## src/rtl/core/modular_power_unit_assert.svh

```systemverilog
// ----------------------------------------------------------------------------
// Modular power unit assertion macros
// Property wrappers clocked on clock, disabled while reset is high.
// ----------------------------------------------------------------------------
`ifndef MODULAR_POWER_UNIT_ASSERT_SVH
`define MODULAR_POWER_UNIT_ASSERT_SVH

// same-cycle implication
`define MPU_ASSERT_NOW(label, ante, cons, msg) \
   label: assert property (@(posedge clock) disable iff (reset) (ante) |-> (cons)) \
      else $error(msg);

// next-cycle implication
`define MPU_ASSERT_NEXT(label, ante, cons, msg) \
   label: assert property (@(posedge clock) disable iff (reset) (ante) |=> (cons)) \
      else $error(msg);

`endif

```

## src/rtl/core/mpu_pkg.sv

```systemverilog
// ----------------------------------------------------------------------------
// Modular power unit package
// Widths, modulus constants and sequencer types.
// ----------------------------------------------------------------------------
package mpu_pkg;

   localparam int EXP_BITS = 63;   // exponent bits processed (1..63)
   localparam int BASE_W   = 63;
   localparam int EXP_W    = 63;
   localparam int POWER_W  = 30;
   localparam int MUL_W    = 32;
   localparam int PROD_W   = 64;

   localparam logic [MUL_W-1:0] PRIME      = 32'd998244353;
   localparam logic [MUL_W-1:0] PRIME_X2   = 32'd1996488706;
   localparam logic [MUL_W-1:0] PRIME_X3   = 32'd2994733059;
   // 2^31 mod PRIME, folds the upper base bits
   localparam logic [MUL_W-1:0] FOLD_K     = 32'd150994942;
   // floor(2^60 / PRIME)
   localparam logic [MUL_W-1:0] BARRETT_MU = 32'd1154949187;

   typedef enum logic [3:0] {
      ST_IDLE,
      ST_FOLD,
      ST_ADD,
      ST_MUL,
      ST_BQ1,
      ST_BQ2,
      ST_BSUB,
      ST_BFIX,
      ST_BIT,
      ST_OUT
   } state_type;

   typedef enum logic [1:0] {
      OP_FOLD,
      OP_MULT,
      OP_SQUARE
   } op_type;

endpackage

```

## src/rtl/core/modular_power_unit.sv

```systemverilog
// ----------------------------------------------------------------------------
// Modular power unit: base^exponent mod 998244353, square and multiply
// One request in flight; the next is taken in the idle cycle after the response loads.
// Rate is set by the single 32x32 multiplier, used three times per modmult.
// Synchronous active-high reset clears the sequencer and the output valid.
// ----------------------------------------------------------------------------
`include "modular_power_unit_assert.svh"

module modular_power_unit
   import mpu_pkg::*;
(
   input  logic         clock,
   input  logic         reset,
   input  logic         req_tvalid,
   output logic         req_tready,
   input  logic [127:0] req_tdata,   // [62:0] base, [125:63] exponent, rest zero
   output logic         rsp_tvalid,
   input  logic         rsp_tready,
   output logic [31:0]  rsp_tdata    // [29:0] power, rest zero
);

   state_type state_ff, state_in;
   op_type    op_ff, op_in;

   logic [EXP_BITS-1:0] exp_ff;
   logic [BASE_W-1:0]   x_ff;
   logic [PROD_W-1:0]   prod_ff;
   logic [MUL_W-1:0]    r_ff;
   logic [POWER_W-1:0]  acc_ff;
   logic [POWER_W-1:0]  base_ff;
   logic                rsp_valid_ff;
   logic [POWER_W-1:0]  rsp_data_ff;

   logic [MUL_W-1:0]    mul_a;
   logic [MUL_W-1:0]    mul_b;
   logic [PROD_W-1:0]   mul_prod;
   logic [POWER_W-1:0]  fix_val;
   logic                exp_more;
   logic                req_acc;
   logic                load_out;
   logic                shift_exp;

   assign exp_more = ((exp_ff >> 1) != '0);
   assign req_acc  = req_tvalid && req_tready;
   assign mul_prod = PROD_W'(mul_a) * PROD_W'(mul_b);

   // next state
   always_comb begin
      state_in = state_ff;
      op_in    = op_ff;
      case (state_ff)
         ST_IDLE: begin
            if (req_tvalid) begin
               state_in = ST_FOLD;
               op_in    = OP_FOLD;
            end
         end
         ST_FOLD: state_in = ST_ADD;
         ST_ADD:  state_in = ST_BQ1;
         ST_MUL:  state_in = ST_BQ1;
         ST_BQ1:  state_in = ST_BQ2;
         ST_BQ2:  state_in = ST_BSUB;
         ST_BSUB: state_in = ST_BFIX;
         ST_BFIX: begin
            if (op_ff == OP_MULT && exp_more) begin
               state_in = ST_MUL;
               op_in    = OP_SQUARE;
            end else begin
               state_in = ST_BIT;
            end
         end
         ST_BIT: begin
            if (exp_ff == '0) begin
               state_in = ST_OUT;
            end else begin
               state_in = ST_MUL;
               op_in    = exp_ff[0] ? OP_MULT : OP_SQUARE;
            end
         end
         ST_OUT: begin
            if (!rsp_valid_ff || rsp_tready) begin
               state_in = ST_IDLE;
            end
         end
         default: state_in = ST_IDLE;
      endcase
   end

   // outputs and shared multiplier operand select
   always_comb begin
      req_tready = (state_ff == ST_IDLE) && !reset;
      load_out   = (state_ff == ST_OUT) && (!rsp_valid_ff || rsp_tready);
      shift_exp  = (state_ff == ST_BFIX) &&
                   ((op_ff == OP_SQUARE) || (op_ff == OP_MULT && !exp_more));
      mul_a      = '0;
      mul_b      = '0;
      case (state_ff)
         ST_FOLD: begin
            mul_a = x_ff[BASE_W-1:31];
            mul_b = FOLD_K;
         end
         ST_MUL: begin
            mul_a = {2'b00, (op_ff == OP_MULT) ? acc_ff : base_ff};
            mul_b = {2'b00, base_ff};
         end
         ST_BQ1: begin
            mul_a = {1'b0, prod_ff[59:29]};
            mul_b = BARRETT_MU;
         end
         ST_BQ2: begin
            mul_a = prod_ff[62:31];
            mul_b = PRIME;
         end
         default: begin
            mul_a = '0;
            mul_b = '0;
         end
      endcase
   end

   // Barrett remainder is below 3P: at most two corrections
   always_comb begin
      if (r_ff >= PRIME_X2) begin
         fix_val = POWER_W'(r_ff - PRIME_X2);
      end else if (r_ff >= PRIME) begin
         fix_val = POWER_W'(r_ff - PRIME);
      end else begin
         fix_val = r_ff[POWER_W-1:0];
      end
   end

   always_ff @(posedge clock) begin
      if (reset) begin
         state_ff     <= ST_IDLE;
         op_ff        <= OP_FOLD;
         rsp_valid_ff <= 1'b0;
      end else begin
         state_ff <= state_in;
         op_ff    <= op_in;
         if (load_out) begin
            rsp_valid_ff <= 1'b1;
         end else if (rsp_tready) begin
            rsp_valid_ff <= 1'b0;
         end
      end
   end

   // datapath
   always_ff @(posedge clock) begin
      if (req_acc) begin
         x_ff   <= req_tdata[BASE_W-1:0];
         exp_ff <= req_tdata[BASE_W +: EXP_BITS];
         acc_ff <= POWER_W'(1);
      end
      case (state_ff)
         ST_FOLD, ST_MUL, ST_BQ2: prod_ff <= mul_prod;
         ST_BQ1: begin
            prod_ff <= mul_prod;
            x_ff    <= prod_ff[BASE_W-1:0];
         end
         ST_ADD:  prod_ff <= prod_ff + PROD_W'(x_ff[30:0]);
         ST_BSUB: r_ff    <= x_ff[MUL_W-1:0] - prod_ff[MUL_W-1:0];
         ST_BFIX: begin
            if (op_ff == OP_MULT) begin
               acc_ff <= fix_val;
            end else begin
               base_ff <= fix_val;
            end
         end
         default: ;
      endcase
      if (shift_exp) begin
         exp_ff <= exp_ff >> 1;
      end
      if (load_out) begin
         rsp_data_ff <= acc_ff;
      end
   end

   assign rsp_tvalid = rsp_valid_ff;
   assign rsp_tdata  = {{(32 - POWER_W){1'b0}}, rsp_data_ff};

   `MPU_ASSERT_NEXT(a_accept_folds, req_tvalid && req_tready, state_ff == ST_FOLD, "accept did not start fold")
   `MPU_ASSERT_NOW(a_operands_reduced, state_ff == ST_BIT, (acc_ff < PRIME[POWER_W-1:0]) && (base_ff < PRIME[POWER_W-1:0]), "operand not reduced")
   `MPU_ASSERT_NOW(a_barrett_bound, state_ff == ST_BFIX, r_ff < PRIME_X3, "Barrett remainder out of range")
   `MPU_ASSERT_NOW(a_result_range, rsp_tvalid, rsp_tdata < PRIME, "result not below modulus")

endmodule

```

## config.mk

```make
export PLATFORM = sky130hd
export DESIGN_NAME = modular_power_unit
export DESIGN_NICKNAME = d
export VERILOG_FILES = /design/src/rtl/core/mpu_pkg.sv /design/src/rtl/core/modular_power_unit.sv
export VERILOG_INCLUDE_DIRS = /design/src /design/src/rtl/core
export SDC_FILE = /design/constraint.sdc
export NUM_CORES = 2
export LEC_CHECK = 0
export BUFFER_PORTS_ARGS = -buffer_cell sky130_fd_sc_hd__buf_2
export CAP_MARGIN = 10
export CORE_UTILIZATION = 35
export CTS_CLUSTER_DIAMETER = 120
export CTS_CLUSTER_SIZE = 28
export DETAILED_ROUTE_END_ITERATION = 6
export SYNTH_ARGS = -nofsm -noshare
export SYNTH_HDL_FRONTEND = slang
export SYNTH_SLANG_ARGS = --single-unit
export TNS_END_PERCENT = 10
```

## constraint.sdc

```tcl
create_clock -name clock -period 11.15 [get_ports clock]
set_clock_uncertainty 0.1 [all_clocks]
set_input_delay 1.115 -clock clock [delete_from_list [all_inputs] [get_ports clock]]
set_output_delay 1.115 -clock clock [all_outputs]
set_load 0.01 [all_outputs]
```

==> metrics.txt <==
area leader, netlist=fa_1; Vias=38553; via/cell ratio=5.30; Async S/R FF share, synth=0%; logic gate share of total power=~67%; global route overflow=0; global-route wire length before repair=254 mm; hpwl dp=between 100 and 150 mm; initial antenna violation count=3; EDFF count, synth=280; largest cells by area after synthesis=fa_1, edfxtp_1, ha_1; Initial Util=a little over a third; Total GRT Usage=24.2%; Int Power=3.60 mW; vias in the first global route=between 30000 and 40000; Sw Ratio=between 50% and 60%; Die Wd=376 µm; WS Path Type=reg2reg; DIE HEIGHT=between 300 and 400 µm; Routed WL=approximately 170 mm; total CTS buffers=17; CTS root buf=clkbuf_16; first-iteration detailed-routing DRC count=around 3500; CP bufs+invs=5; CP most frequent cell=fa_1; TritonCTS sink count=roughly 320; Max IR drop VDD=roughly 0.12 mV; DR WL/cell=about 23 µm; number of remaining DRC errors=0; DIE AREA=between 100000 and 150000 µm²; Tmin final=about 11 ns; layout cells sized above 1=a little under a tenth; drt pass-1 iters=5; outcome=completed; FILL cells=around 14000; Final #Nets=roughly 6700; Slew HR=under 10%; CTS tree=yes; Net Sw Power=3.65 mW; Syn Inst Count=5298; setup TNS=0 ns; CP peak stage delay=roughly 1.1 ns; Area Growth Syn to Fin=9.04%; clk slew on worst S/H paths=roughly 0.12 ns; Seq/Total Area, Yosys=18.8%; critical path arrival=about 11 ns; clock power share=a little over a tenth; CTS Hold Bufs=0; CP required=roughly 11 ns; max-cap viol count=0; Leak=between 20 and 25 nW; element type at the critical path end=register; PostCTS Resize Cnt=0; total power draw=roughly 7.2 mW; fmax=approximately 0.094 GHz; Yosys reg bits=approximately 320; H-tree Lvls=1; final setup vio count=0; critical path startpoint category=register; core area=138000 µm²; largest net degree at the start of global routing=86; Worst-Skew Late Latency=roughly 0.60 ns; final-report hold violation count=0; routability cong.=0.985; Final Max Slew Viols=0; count leader, synth=inv_1; RSZ-0062 raised after global routing=false; synthesized area=about 49000 µm²; measured slew at the worst slew-check pin=1.44 ns; Cell Rows=approximately 140; CTS Buffer Depth=3; Port-buffer cells=161; dominant synthesized flop cell=edfxtp_1; Ys Warns=0; Boundary Pins=roughly 170; Worst Hold Class=reg2reg; Power Dens Cells=approximately 140 nW/µm²; CP Max Fanout=17; cell family with most CP delay=adder cells; share of the synthesized area in the top cell type=between 30% and 40%; Yosys cell types=74; Post-CTS Setup Bufs=0; Period Utilization, post-route=a little over nine tenths; Post-synth top cells=inv_1, fa_1, nand2_1; slowest library cell on the worst path=o2111ai_1; Syn Area/Cell=9.23 µm²; Sequential Power Share=a little under a quarter; number of antenna-violating nets in the routed design=0
-- flip-flops by register name, summed over array words and instances (netlist names) --
name and flops:
exp_ff 63, prod_ff 63, x_ff 63, r_ff 32, acc_ff 30, base_ff 30
rsp_data_ff 30, state_ff 4, op_ff 2, rsp_tvalid 1
-- placed cells by master (no fill, tap or decap), types with 41 or more instances in the layout --
cell	instances
a21o_1	71
a21oi_1	163
fa_1	868
xor2_1	60
xnor2_1	109
edfxtp_1	280
nand3_1	52
o21ai_0	138
nor2_1	603
ha_1	323
inv_1	898
buf_4	193
mux2_2	62
mux2i_1	41
buf_2	161
nand2_1	815
-- worst paths after layout --
path / slack [ns] / depth (start not counted) / from / endpoint
hold / removal: 0.40 / 2 / acc_ff[21] / acc_ff[21]
setup / recovery: 0.54 / 27 / state_ff[1] / prod_ff[59]
hold reg to reg: 0.40 / 2 / acc_ff[21] / acc_ff[21]
setup reg to reg: 0.54 / 27 / state_ff[1] / prod_ff[59]
-- kinds of logic after synthesis --
group / share of synthesized area (%)
simple gates: 14.5
fa+ha+maj: 43.8
buf+inv: 9.13
compound gates: 8.54
flops: 18.8
xor+xnor: 3.03
mux: 2.27
other cells: 0.00767
-- final cells by class --
type / count / area (µm²) / share of cell area (%)
Clock inverter: 5 / 83.8 / 0.157
Antenna cell: 2 / 5.00 / 0.00939
Inverter: 898 / 3370 / 6.32
Sequential cell: 318 / 9170 / 17.2
Tap cell: 1863 / 2330 / 4.37
Timing Repair Buffer: 360 / 2370 / 4.44
Multi-Input combinational cell: 3797 / 35500 / 66.6
Clock buffer: 25 / 478 / 0.896
-- metrics by stage --
stage / worst slack, ns / utilization (%) / instances / cell area [µm²] / hold WS (ns)
2_1_floorplan: 2.11 / - / 5301 / 48900 / 0.324
3_3_place_gp: 0.819 / 38.2 / 7235 / 52700 / 0.382
3_5_place_dp: 0.760 / 38.2 / 7236 / 52700 / 0.380
4_1_cts: 0.684 / 38.6 / 7266 / 53300 / 0.406
5_1_grt: 0.128 / 38.6 / 7266 / 53300 / 0.434
6_report: 0.536 / 38.6 / 7268 / 53300 / 0.405
-- power groups by stage --
stage | clock [mW] | sequential, mW | combinational, mW
2_1_floorplan | 0 | 1.64 | 2.98
3_3_place_gp | 0 | 1.67 | 4.66
3_5_place_dp | 0 | 1.67 | 4.67
4_1_cts | 0.780 | 1.64 | 4.74
5_1_grt | 0.813 | 1.66 | 5.24
6_report | 0.770 | 1.65 | 4.83
-- layer usage --
layer / global-route usage (%) / share of wire, % / vias up
li1: - / - / 16877
met1: 32.3 / 41 / 19644
met2: 38.2 / 45 / 1715
met3: 4.91 / 9.2 / 315
met4: 9.59 / 4.7 / 2
met5: 0 / 0.0047 / -
-- worst min-delay path: cells and delay by family (launching register included) --
kind	cells	cell delay, ns
AND/OR/NAND/NOR	1	0.07
AO/OA/AOI/OAI	1	0.05
flip-flops	1	0.36
Note: power is estimated with default switching activity, not from simulation.
